[config.mk]
export PLATFORM = sky130hd
export DESIGN_NAME = utf8_word_line_char_counter_unit
export DESIGN_NICKNAME = d
export VERILOG_FILES = /design/src/uwlcc_pkg.sv /design/src/uwlcc_ram.sv /design/src/uwlcc_step.sv /design/src/utf8_word_line_char_counter_unit.sv
export SDC_FILE = /design/constraint.sdc
export NUM_CORES = 1
export LEC_CHECK = 0
export BUFFER_PORTS_ARGS = -buffer_cell sky130_fd_sc_hd__buf_4
export CORE_MARGIN = 5
export CORE_UTILIZATION = 60
export DETAILED_ROUTE_END_ITERATION = 8
export PLACE_DENSITY = 0.86
export SLEW_MARGIN = 20
export SYNTH_ARGS = -nofsm -noshare
export SYNTH_HDL_FRONTEND = slang
export SYNTH_SLANG_ARGS = --single-unit
export TNS_END_PERCENT = 1
[constraint.sdc]
create_clock -name clock -period 7.6 [get_ports clock]
set_clock_uncertainty 0.1 [all_clocks]
set_input_delay 0.38 -clock clock [delete_from_list [all_inputs] [get_ports clock]]
set_output_delay 0.38 -clock clock [all_outputs]
set_load 0.05 [all_outputs]
[src/uwlcc_pkg.sv]
// shared types, constants and codes of the utf-8 word, line and character counter
package uwlcc_pkg;

   // widths of the ports and of the stored state
   localparam int COUNT_WIDTH_DEFAULT = 48;
   localparam int TOTAL_WIDTH         = 48;
   localparam int TOTAL_COUNT         = 4;
   localparam int RSP_WIDTH           = TOTAL_COUNT * TOTAL_WIDTH;
   localparam int BYTE_WIDTH          = 8;
   localparam int STATE_WIDTH         = 7;
   localparam int MASK_WIDTH          = 20;
   localparam int CSR_ADDR_WIDTH      = 1;
   localparam int CSR_DATA_WIDTH      = 20;
   localparam int STATE_DEPTH         = 2;
   localparam int STATE_ADDR_WIDTH    = 1;

   // opcodes carried in tuser
   localparam logic OP_DATA   = 1'b0;
   localparam logic OP_REPORT = 1'b1;

   // register indexes
   localparam logic [CSR_ADDR_WIDTH-1:0] REG_UTF8_MODE  = 1'd0;
   localparam logic [CSR_ADDR_WIDTH-1:0] REG_SPACE_MASK = 1'd1;

   localparam logic                  UTF8_MODE_RESET = 1'b0;
   localparam logic [MASK_WIDTH-1:0] MASK_RESET      = 20'd900092;

   // scanner state codes
   localparam logic [STATE_WIDTH-1:0] ST_SPACE    = 7'd0;
   localparam logic [STATE_WIDTH-1:0] ST_NEWLINE  = 7'd1;
   localparam logic [STATE_WIDTH-1:0] ST_NEWWORD  = 7'd2;
   localparam logic [STATE_WIDTH-1:0] ST_INWORD   = 7'd3;
   localparam logic [STATE_WIDTH-1:0] BASE_SPACE  = 7'd4;
   localparam logic [STATE_WIDTH-1:0] BASE_WORD   = 7'd23;
   localparam logic [STATE_WIDTH-1:0] STATE_LIMIT = 7'd42;

   // pending utf-8 sequence kinds
   typedef enum logic [4:0] {
      S_DUO_C2, S_DUO_X, S_TRI_E0, S_TRI_E1, S_TRI_E2, S_TRI_E3, S_TRI_ED,
      S_TRI_X, S_T3_E1_9A, S_T3_E2_80, S_T3_E2_81, S_T3_E3_80, S_T3_X,
      S_Q2_F0, S_Q2_X, S_Q2_F4, S_Q3, S_Q4, S_BAD
   } sub_type;

   // result of one scanner step
   typedef struct packed {
      logic [STATE_WIDTH-1:0] next_state;
      logic                   count_char;
      logic                   count_line;
      logic                   count_word;
   } step_type;

endpackage

[src/uwlcc_ram.sv]
// generic single-write, single-read ram with registered read data
module uwlcc_ram #(
   parameter int WIDTH = 8,
   parameter int DEPTH = 2
) (
   input  logic                     clock,
   input  logic                     wr_en,
   input  logic [$clog2(DEPTH)-1:0] wr_addr,
   input  logic [WIDTH-1:0]         wr_data,
   input  logic [$clog2(DEPTH)-1:0] rd_addr,
   output logic [WIDTH-1:0]         rd_data
);

   logic [WIDTH-1:0] mem_ff [DEPTH];
   logic [WIDTH-1:0] rd_data_ff;

   // write port
   always_ff @(posedge clock) begin
      if (wr_en) begin
         mem_ff[wr_addr] <= wr_data;
      end
   end

   // registered read port
   always_ff @(posedge clock) begin
      rd_data_ff <= mem_ff[rd_addr];
   end

   assign rd_data = rd_data_ff;

endmodule

[src/uwlcc_step.sv]
// scanner transition: next state and count flags for one data byte
module uwlcc_step (
   input  logic [uwlcc_pkg::STATE_WIDTH-1:0] cur_state,
   input  logic [uwlcc_pkg::BYTE_WIDTH-1:0]  data_byte,
   input  logic                              utf8_mode,
   input  logic [uwlcc_pkg::MASK_WIDTH-1:0]  space_mask,
   output uwlcc_pkg::step_type               step
);

   logic                              ctx;
   logic                              pending;
   logic [uwlcc_pkg::STATE_WIDTH-1:0] base;
   logic [uwlcc_pkg::STATE_WIDTH-1:0] done_state;
   logic [uwlcc_pkg::STATE_WIDTH-1:0] sub_raw;
   uwlcc_pkg::sub_type                sub;
   logic                              is_space;
   logic [uwlcc_pkg::STATE_WIDTH-1:0] lead_state;
   logic [uwlcc_pkg::STATE_WIDTH-1:0] cont_state;
   logic [uwlcc_pkg::STATE_WIDTH-1:0] nxt;
   logic [4:0]                        gen_idx;

   function automatic logic [uwlcc_pkg::STATE_WIDTH-1:0] sub_code(
      input logic [uwlcc_pkg::STATE_WIDTH-1:0] b_base,
      input uwlcc_pkg::sub_type                s
   );
      return uwlcc_pkg::STATE_WIDTH'(b_base + {2'b00, s});
   endfunction

   // decode context and pending sequence
   always_comb begin
      ctx = (cur_state == uwlcc_pkg::ST_NEWWORD) || (cur_state == uwlcc_pkg::ST_INWORD) ||
            (cur_state >= uwlcc_pkg::BASE_WORD && cur_state < uwlcc_pkg::STATE_LIMIT);
      pending = (cur_state >= uwlcc_pkg::BASE_SPACE) && (cur_state < uwlcc_pkg::STATE_LIMIT);
      base = ctx ? uwlcc_pkg::BASE_WORD : uwlcc_pkg::BASE_SPACE;
      done_state = ctx ? uwlcc_pkg::ST_INWORD : uwlcc_pkg::ST_NEWWORD;
      sub_raw = cur_state - base;
      sub = uwlcc_pkg::sub_type'(sub_raw[4:0]);
      is_space = (data_byte == 8'h20) || (data_byte >= 8'h09 && data_byte <= 8'h0D);
      gen_idx = 5'(data_byte[3:0]) + 5'd3;
   end

   // byte with no sequence pending
   always_comb begin
      if (data_byte == 8'h0A) begin
         lead_state = uwlcc_pkg::ST_NEWLINE;
      end else if (is_space) begin
         lead_state = uwlcc_pkg::ST_SPACE;
      end else if (data_byte < 8'h80) begin
         lead_state = done_state;
      end else if (data_byte == 8'hC2) begin
         lead_state = sub_code(base, uwlcc_pkg::S_DUO_C2);
      end else if (data_byte > 8'hC2 && data_byte <= 8'hDF) begin
         lead_state = sub_code(base, uwlcc_pkg::S_DUO_X);
      end else if (data_byte == 8'hE0) begin
         lead_state = sub_code(base, uwlcc_pkg::S_TRI_E0);
      end else if (data_byte == 8'hE1) begin
         lead_state = sub_code(base, uwlcc_pkg::S_TRI_E1);
      end else if (data_byte == 8'hE2) begin
         lead_state = sub_code(base, uwlcc_pkg::S_TRI_E2);
      end else if (data_byte == 8'hE3) begin
         lead_state = sub_code(base, uwlcc_pkg::S_TRI_E3);
      end else if (data_byte == 8'hED) begin
         lead_state = sub_code(base, uwlcc_pkg::S_TRI_ED);
      end else if (data_byte == 8'hF0) begin
         lead_state = sub_code(base, uwlcc_pkg::S_Q2_F0);
      end else if (data_byte == 8'hF4) begin
         lead_state = sub_code(base, uwlcc_pkg::S_Q2_F4);
      end else if (data_byte >= 8'hE4 && data_byte <= 8'hEF) begin
         lead_state = sub_code(base, uwlcc_pkg::S_TRI_X);
      end else if (data_byte >= 8'hF1 && data_byte <= 8'hF3) begin
         lead_state = sub_code(base, uwlcc_pkg::S_Q2_X);
      end else begin
         lead_state = sub_code(base, uwlcc_pkg::S_BAD);
      end
   end

   // continuation byte while a sequence is pending
   always_comb begin
      case (sub)
         uwlcc_pkg::S_DUO_C2: begin
            if ((data_byte == 8'h85 && space_mask[0]) || (data_byte == 8'hA0 && space_mask[1]))
               cont_state = uwlcc_pkg::ST_SPACE;
            else
               cont_state = done_state;
         end
         uwlcc_pkg::S_DUO_X: cont_state = done_state;
         uwlcc_pkg::S_TRI_E0: cont_state = (data_byte < 8'hA0) ?
            sub_code(base, uwlcc_pkg::S_BAD) : sub_code(base, uwlcc_pkg::S_T3_X);
         uwlcc_pkg::S_TRI_E1: cont_state = (data_byte == 8'h9A) ?
            sub_code(base, uwlcc_pkg::S_T3_E1_9A) : sub_code(base, uwlcc_pkg::S_T3_X);
         uwlcc_pkg::S_TRI_E2: begin
            if (data_byte == 8'h80)
               cont_state = sub_code(base, uwlcc_pkg::S_T3_E2_80);
            else if (data_byte == 8'h81)
               cont_state = sub_code(base, uwlcc_pkg::S_T3_E2_81);
            else
               cont_state = sub_code(base, uwlcc_pkg::S_T3_X);
         end
         uwlcc_pkg::S_TRI_E3: cont_state = (data_byte == 8'h80) ?
            sub_code(base, uwlcc_pkg::S_T3_E3_80) : sub_code(base, uwlcc_pkg::S_T3_X);
         uwlcc_pkg::S_TRI_ED: cont_state = (data_byte >= 8'hA0) ?
            sub_code(base, uwlcc_pkg::S_BAD) : sub_code(base, uwlcc_pkg::S_T3_X);
         uwlcc_pkg::S_TRI_X: cont_state = sub_code(base, uwlcc_pkg::S_T3_X);
         uwlcc_pkg::S_T3_E1_9A: cont_state = (data_byte == 8'h80 && space_mask[2]) ?
            uwlcc_pkg::ST_SPACE : done_state;
         uwlcc_pkg::S_T3_E2_80: begin
            // general punctuation spaces and separators
            if (data_byte <= 8'h8B && space_mask[gen_idx])
               cont_state = uwlcc_pkg::ST_SPACE;
            else if ((data_byte == 8'hA8 && space_mask[15]) ||
                     (data_byte == 8'hA9 && space_mask[16]) ||
                     (data_byte == 8'hAF && space_mask[17]))
               cont_state = uwlcc_pkg::ST_SPACE;
            else
               cont_state = done_state;
         end
         uwlcc_pkg::S_T3_E2_81: cont_state = (data_byte == 8'h9F && space_mask[18]) ?
            uwlcc_pkg::ST_SPACE : done_state;
         uwlcc_pkg::S_T3_E3_80: cont_state = (data_byte == 8'h80 && space_mask[19]) ?
            uwlcc_pkg::ST_SPACE : done_state;
         uwlcc_pkg::S_T3_X: cont_state = done_state;
         uwlcc_pkg::S_Q2_F0: cont_state = (data_byte < 8'h90) ?
            sub_code(base, uwlcc_pkg::S_BAD) : sub_code(base, uwlcc_pkg::S_Q3);
         uwlcc_pkg::S_Q2_F4: cont_state = (data_byte >= 8'h90) ?
            sub_code(base, uwlcc_pkg::S_BAD) : sub_code(base, uwlcc_pkg::S_Q3);
         uwlcc_pkg::S_Q2_X: cont_state = sub_code(base, uwlcc_pkg::S_Q3);
         uwlcc_pkg::S_Q3: cont_state = sub_code(base, uwlcc_pkg::S_Q4);
         uwlcc_pkg::S_Q4: cont_state = done_state;
         default: cont_state = sub_code(base, uwlcc_pkg::S_BAD);
      endcase
   end

   // mode select and count flags
   always_comb begin
      if (!utf8_mode) begin
         if (data_byte == 8'h0A)
            nxt = uwlcc_pkg::ST_NEWLINE;
         else if (is_space)
            nxt = uwlcc_pkg::ST_SPACE;
         else
            nxt = done_state;
      end else if (!pending || data_byte < 8'h80 || data_byte >= 8'hC0) begin
         nxt = lead_state;
      end else begin
         nxt = cont_state;
      end
      step.next_state = nxt;
      step.count_char = (nxt < uwlcc_pkg::BASE_SPACE);
      step.count_line = (nxt == uwlcc_pkg::ST_NEWLINE);
      step.count_word = (nxt == uwlcc_pkg::ST_NEWWORD);
   end

endmodule

[src/utf8_word_line_char_counter_unit.sv]
// top level of the utf-8 word, line, character and byte counter
//
//   channel  dir  handshake              payload
//   req      in   req_tvalid/req_tready  tdata data_byte, tuser opcode
//   rsp      out  rsp_tvalid/rsp_tready  tdata line, word, char, byte totals
//   csr      in   csr_we                 csr_addr, csr_wdata
//
// one beat per cycle while req_tready is high: the scanner state and counters sit in
// one ram word that is read every cycle and written on every accepted beat, the last
// write forwarded. a report returns its totals in the cycle after acceptance, from the
// output register. after reset one cycle writes zeros to the ram word; req_tready is
// low meanwhile. data beats are taken while a report waits; a report stalls only in
// the clearing cycle or while the output register is full and rsp_tready is low.
module utf8_word_line_char_counter_unit #(
   parameter int COUNT_WIDTH = uwlcc_pkg::COUNT_WIDTH_DEFAULT
) (
   input  logic                                 clock,
   input  logic                                 reset,
   // data_byte [7:0]
   input  logic [uwlcc_pkg::BYTE_WIDTH-1:0]     req_tdata,
   // opcode [0]
   input  logic [0:0]                           req_tuser,
   input  logic                                 req_tvalid,
   output logic                                 req_tready,
   // line_total [47:0], word_total [95:48], char_total [143:96], byte_total [191:144]
   output logic [uwlcc_pkg::RSP_WIDTH-1:0]      rsp_tdata,
   output logic                                 rsp_tvalid,
   input  logic                                 rsp_tready,
   input  logic                                 csr_we,
   input  logic [uwlcc_pkg::CSR_ADDR_WIDTH-1:0] csr_addr,
   input  logic [uwlcc_pkg::CSR_DATA_WIDTH-1:0] csr_wdata
);

   localparam int SW = uwlcc_pkg::STATE_WIDTH;
   localparam int TW = uwlcc_pkg::TOTAL_WIDTH;
   localparam int NC = uwlcc_pkg::TOTAL_COUNT;
   localparam int MEM_WIDTH = SW + NC * COUNT_WIDTH;

   // configuration registers
   logic                                 utf8_mode_ff;
   logic [uwlcc_pkg::MASK_WIDTH-1:0]     space_mask_ff;

   // ram access and forwarding
   logic [uwlcc_pkg::STATE_ADDR_WIDTH-1:0] state_addr;
   logic                                 wr_en;
   logic [MEM_WIDTH-1:0]                 wr_data;
   logic [MEM_WIDTH-1:0]                 rd_data;
   logic                                 fwd_valid_ff;
   logic [MEM_WIDTH-1:0]                 fwd_data_ff;
   logic [MEM_WIDTH-1:0]                 cur_word;
   logic                                 clear_ff;

   // current and next state
   logic [SW-1:0]                        cur_state;
   logic [COUNT_WIDTH-1:0]               cur_cnt [NC];
   logic [COUNT_WIDTH-1:0]               nxt_cnt [NC];
   logic [NC-1:0]                        cnt_en;
   logic [TW-1:0]                        cur_total [NC];
   uwlcc_pkg::step_type                  step;

   // handshake and output register
   logic                                 req_acc;
   logic                                 rpt_acc;
   logic                                 data_acc;
   logic                                 rsp_valid_ff;
   logic                                 rsp_valid_in;
   logic [uwlcc_pkg::RSP_WIDTH-1:0]      rsp_data_ff;

   function automatic logic [COUNT_WIDTH-1:0] sat_inc(
      input logic [COUNT_WIDTH-1:0] c,
      input logic                   en
   );
      return (en && (c != {COUNT_WIDTH{1'b1}})) ? c + 1'b1 : c;
   endfunction

   // configuration writes
   always_ff @(posedge clock) begin
      if (reset) begin
         utf8_mode_ff  <= uwlcc_pkg::UTF8_MODE_RESET;
         space_mask_ff <= uwlcc_pkg::MASK_RESET;
      end else if (csr_we) begin
         unique case (csr_addr)
            uwlcc_pkg::REG_UTF8_MODE:  utf8_mode_ff  <= csr_wdata[0];
            uwlcc_pkg::REG_SPACE_MASK: space_mask_ff <= csr_wdata[uwlcc_pkg::MASK_WIDTH-1:0];
            default: ;
         endcase
      end
   end

   // input handshake
   assign req_tready = !clear_ff &&
                       ((req_tuser[0] == uwlcc_pkg::OP_DATA) || !rsp_valid_ff || rsp_tready);
   assign req_acc  = req_tvalid && req_tready;
   assign rpt_acc  = req_acc && (req_tuser[0] == uwlcc_pkg::OP_REPORT);
   assign data_acc = req_acc && (req_tuser[0] == uwlcc_pkg::OP_DATA);

   // state ram: one word, read every cycle
   assign state_addr = '0;

   uwlcc_ram #(
      .WIDTH (MEM_WIDTH),
      .DEPTH (uwlcc_pkg::STATE_DEPTH)
   ) u_state_ram (
      .clock   (clock),
      .wr_en   (wr_en),
      .wr_addr (state_addr),
      .wr_data (wr_data),
      .rd_addr (state_addr),
      .rd_data (rd_data)
   );

   // the ram returns the word from before the last write, so forward that write
   assign cur_word  = fwd_valid_ff ? fwd_data_ff : rd_data;
   assign cur_state = cur_word[SW-1:0];

   // unpack counters: line, word, char, byte
   always_comb begin
      for (int i = 0; i < NC; i++) begin
         cur_cnt[i] = cur_word[SW + i*COUNT_WIDTH +: COUNT_WIDTH];
      end
   end

   uwlcc_step u_step (
      .cur_state  (cur_state),
      .data_byte  (req_tdata),
      .utf8_mode  (utf8_mode_ff),
      .space_mask (space_mask_ff),
      .step       (step)
   );

   // counter update
   always_comb begin
      cnt_en = {1'b1, step.count_char, step.count_word, step.count_line};
      for (int i = 0; i < NC; i++) begin
         nxt_cnt[i] = sat_inc(cur_cnt[i], cnt_en[i]);
      end
   end

   // write-back: zeros on clear or report, updated word on a data beat
   always_comb begin
      wr_en   = clear_ff || req_acc;
      wr_data = '0;
      if (data_acc) begin
         wr_data[SW-1:0] = step.next_state;
         for (int i = 0; i < NC; i++) begin
            wr_data[SW + i*COUNT_WIDTH +: COUNT_WIDTH] = nxt_cnt[i];
         end
      end
   end

   always_ff @(posedge clock) begin
      if (reset) begin
         clear_ff     <= 1'b1;
         fwd_valid_ff <= 1'b0;
      end else begin
         clear_ff     <= 1'b0;
         fwd_valid_ff <= wr_en;
      end
   end

   always_ff @(posedge clock) begin
      if (wr_en) begin
         fwd_data_ff <= wr_data;
      end
   end

   // totals at the output width
   generate
      for (genvar g = 0; g < NC; g++) begin : g_total
         if (COUNT_WIDTH >= TW) begin : g_trunc
            assign cur_total[g] = cur_cnt[g][TW-1:0];
         end else begin : g_ext
            assign cur_total[g] = {{(TW-COUNT_WIDTH){1'b0}}, cur_cnt[g]};
         end
      end
   endgenerate

   // output register
   always_comb begin
      rsp_valid_in = rsp_valid_ff;
      if (rpt_acc)
         rsp_valid_in = 1'b1;
      else if (rsp_tready)
         rsp_valid_in = 1'b0;
   end

   always_ff @(posedge clock) begin
      if (reset) begin
         rsp_valid_ff <= 1'b0;
      end else begin
         rsp_valid_ff <= rsp_valid_in;
      end
   end

   always_ff @(posedge clock) begin
      if (rpt_acc) begin
         rsp_data_ff <= {cur_total[3], cur_total[2], cur_total[1], cur_total[0]};
      end
   end

   assign rsp_tvalid = rsp_valid_ff;
   assign rsp_tdata  = rsp_data_ff;

endmodule

==> run_results.csv <==
group,metric,value,unit
outcome,status,"finished clean",
worst_setup_path,worst_setup_path_end_kind,"register",
die,die_w,223,um
flow_run,cap_violations,0,
detailed_routing,wl_per_cell,20.5,um
layout,antenna_cells,0,
clock_tree,clkLatencyLatePin,0.63,ns
worst_setup_path,required,7.92,ns
global_route,antenna_found_initial,0,
worst_setup_path,r2r_slack,0.58,ns
power_and_ir_drop,p_per_area,250,nW/um2
logic_synthesis,synth_edf_count,390,
clock_tree,cts_tree,"built",
placed_design,routabilityCongestion,0.878,
timing,final-hold-violation-count,0,
power_and_ir_drop,p_leak,12.1,nW
die,start_util,60.5,%
power_and_ir_drop,pwr-share-comb,12.9,%
logic_synthesis,yosysSeqAreaShare,59.1,%
layout,fillers,3057,
layout,final_cells,3189,
placed_design,dp.cells,3051,
die,dieArea,49900,um2
global_route,grt_pass1_wl,104,mm
clock_tree,cts_setup_buffers,0,
die,coreArea,45200,um2
detailed_routing,drt_first_pass_iters,6,
power_and_ir_drop,swShare,25.9,%
layout,fin_util,70.5,%
logic_synthesis,yosys-top-cells-count,"390 x edfxtp_1, 222 x dfxtp_1, 151 x nand2_1",
layout,multi_input_area,10300,um2
placed_design,place_hpwl,42.1,mm
worst_setup_path,cp-startpoint,"fwd_valid_ff",
die,dieHeight,223,um
timing,setup_tns,0,ns
clock_tree,cts_buffers,59,
clock_tree,cts_resized,0,
detailed_routing,drt_iter0_markers,1828,
detailed_routing,dr_total_vias,19700,
power_and_ir_drop,pwr-share-clk,39.0,%
timing,fmax,0.142,GHz
detailed_routing,ant_nets,0,
global_route,grt_pass1_vias,19500,
logic_synthesis,synthTopCellsByArea,"edfxtp_1 43%, dfxtp_1 16%, mux2_2 5.1%",
timing,finalSetupViolCount,0,
global_route,grt_max_degree,184,
detailed_routing,vias_per_cell,6.19,
layout,ff_latch_area,16200,um2
logic_synthesis,netlist_area,27300,um2
logic_synthesis,ys_warn_count,0,
logic_synthesis,async_reset_ff_share,0,%
die,ios,229,
timing,tightest_slew,1.14,ns
timing,period_needed,7.02,ns
min_path,hold_class,"input pin to register",
clock_tree,clock_sinks,612,
timing,slew_violations,0,
worst_setup_path,r2r_cells,17,
clock_tree,clockRootBuffer,"clkbuf_16",
layout,layout.nets,2601,
worst_setup_path,timing.rr.end,"u_state_ram.mem_ff[0][59]",
placed_design,port_buffers,228,
power_and_ir_drop,p_int,5.90,mW
layout,drive_gt1_share,19.8,%
min_path,worstHoldPathCells,4,
detailed_routing,drcViolationCount,0,
min_path,min_to,"utf8_mode_ff",
global_route,overflow,0,
timing,rsz0062_at_grt,"false",
timing,relSlewSlack,23.4,%
min_path,hp-start,"csr_we",
worst_setup_path,crit_fanout,51,
logic_synthesis,synth.distinct_cells,89,
clock_tree,clkSlewWorstSetupHoldPaths,0.06,ns
worst_setup_path,crit_path_start_kind,"register",
clock_tree,clk_path_buf_depth,3,
logic_synthesis,syn-num-nets,2378,
logic_synthesis,yosysTopAreaCellShare,42.9,%
worst_setup_path,worstSetupPathType,"register to register",
detailed_routing,wirelength,65.4,mm
worst_setup_path,arrival,7.34,ns
clock_tree,cts.htree.levels,2,
logic_synthesis,ys.flop_type,"edfxtp_1",
power_and_ir_drop,switching_power,2.06,mW
power_and_ir_drop,peakVddDrop,0.183,mV
worst_setup_path,r2r-start,"fwd_valid_ff",
global_route,grt_usage,25.4,%
logic_synthesis,synth.largest_area_cell,"edfxtp_1",
logic_synthesis,syn_avg_cell_area,11.8,um2
logic_synthesis,ys_seq_elements,612,
layout,syn_to_final_growth,16.6,%
timing,finalCritPeriodShare,92.3,%
logic_synthesis,synth.most_common_cell,"edfxtp_1",
logic_synthesis,synthCells,2315,
power_and_ir_drop,p_seq_share,48.1,%
die,rows,78,
==> stage by stage <==
stage	area (um2)	hold slack, ns	setup slack (ns)	total power [mW]
after floorplan	27300	0.242	1.38	4.61
after global placement	29500	0.246	0.868	4.86
after detailed placement	29500	0.250	0.748	4.89
after CTS	31800	0.0433	0.694	7.98
after global routing	31800	0.0767	0.0808	8.23
final	31800	0.0909	0.582	7.96
==> registers in the layout (all words and copies together), names as in the netlist <==
signal / count
clear_ff: 1
fwd_valid_ff: 1
rsp_tdata: 192
rsp_tvalid: 1
space_mask_ff: 20
u_state_ram.mem_ff: 198
u_state_ram.rd_data: 198
utf8_mode_ff: 1
==> worst max-delay path, cell delays in order, from the launching register on <==
cell and delay, ns:
dfxtp_4 0.48, mux2i_2 0.59, nand2_1 0.15, a221o_1 0.48, nand2_4 0.32, ha_1 0.25
fa_1 0.43, o21ai_0 0.27, xnor2_1 0.79, o21ai_0 0.34, nand2_1 0.25, mux2i_1 0.15
a311o_1 0.45, or3_1 0.56, nor3_4 0.25, buf_4 0.45, a41oi_1 0.18, a311oi_1 0.26
==> placed cells by master, fill, tap and decap left out, drive strengths merged, types with 15 or more instances in the layout <==
cell	Yosys	final
edfxtp	390	390
buf	42	250
dfxtp	222	222
nand2	152	152
nor2	138	138
mux2	124	124
inv	94	99
a21oi	94	94
nor3	92	92
nand3	89	89
clkbuf	72	79
mux2i	71	71
xnor2	62	62
nand4	51	51
and3	51	51
o21ai	39	39
nand3b	36	36
a31oi	34	34
nor2b	31	31
and2	31	31
nor3b	27	27
ha	27	27
dlygate4sd3	0	26
nor4	24	24
xor2	22	22
o211ai	21	21
or4	21	21
a211oi	20	20
and4	18	18
or3	17	17
a32o	17	17
nand2b	17	17
a21o	16	16
clkinv	0	15
==> worst max-delay path by stage <==
stage,slack (ns),to
after global placement,0.87,u_state_ram.mem_ff[0][102]
after floorplan,1.38,u_state_ram.mem_ff[0][0]
after detailed placement,0.75,u_state_ram.mem_ff[0][102]
final,0.58,u_state_ram.mem_ff[0][59]
after CTS,0.69,u_state_ram.mem_ff[0][59]
after global routing,0.08,u_state_ram.mem_ff[0][59]
==> what timing repair did <==
| item | 4_1_cts | 5_1_grt |
|---|---|---|
| endpoints found under the hold margin | 23 | 0 |
| hold buffers | 26 | 0 |
| setup endpoints to repair | 0 | 0 |
==> power by group through the flow <==
| stage | Clock (mW) | Combinational (mW) | Sequential, mW |
|---|---|---|---|
| 2_1_floorplan | 0 | 0.616 | 3.99 |
| 3_3_place_gp | 0 | 0.985 | 3.88 |
| 3_5_place_dp | 0 | 0.998 | 3.90 |
| 4_1_cts | 3.14 | 1.02 | 3.83 |
| 5_1_grt | 3.28 | 1.11 | 3.84 |
| 6_report | 3.10 | 1.03 | 3.83 |
==> logic make-up (layout without fill, tap and decap cells) <==
family / after synthesis / count (layout) / synth area share (%)
flip-flops: 612 / 612 / 59.1
AND/OR/NAND/NOR: 836 / 836 / 16.7
adder cells (fa/ha/maj): 28 / 28 / 1.31
XOR/XNOR: 84 / 84 / 2.72
buffers and inverters: 208 / 482 / 3.18
multiplexers: 199 / 199 / 8.12
AO/OA/AOI/OAI: 348 / 348 / 8.85
==> area by class of cell <==
class,instances,share of cell area [%]
Sequential cell,612,50.7
Multi-Input combinational cell,1495,32.4
Timing Repair Buffer,276,6.83
Clock buffer,79,5.09
Tap cell,600,2.36
Clock inverter,33,1.40
Inverter,94,1.13
==> layer usage <==
metal	wire [um]	part of all wire, %	up-vias	global-route usage [%]
li1	-	-	9147	-
met1	26500	41	9606	33.5
met2	32400	50	818	42.9
met3	4510	6.9	158	4.63
met4	1990	3.0	0	8.10
met5	0	0	-	0
No activity file was read; power rests on OpenSTA's default activity.
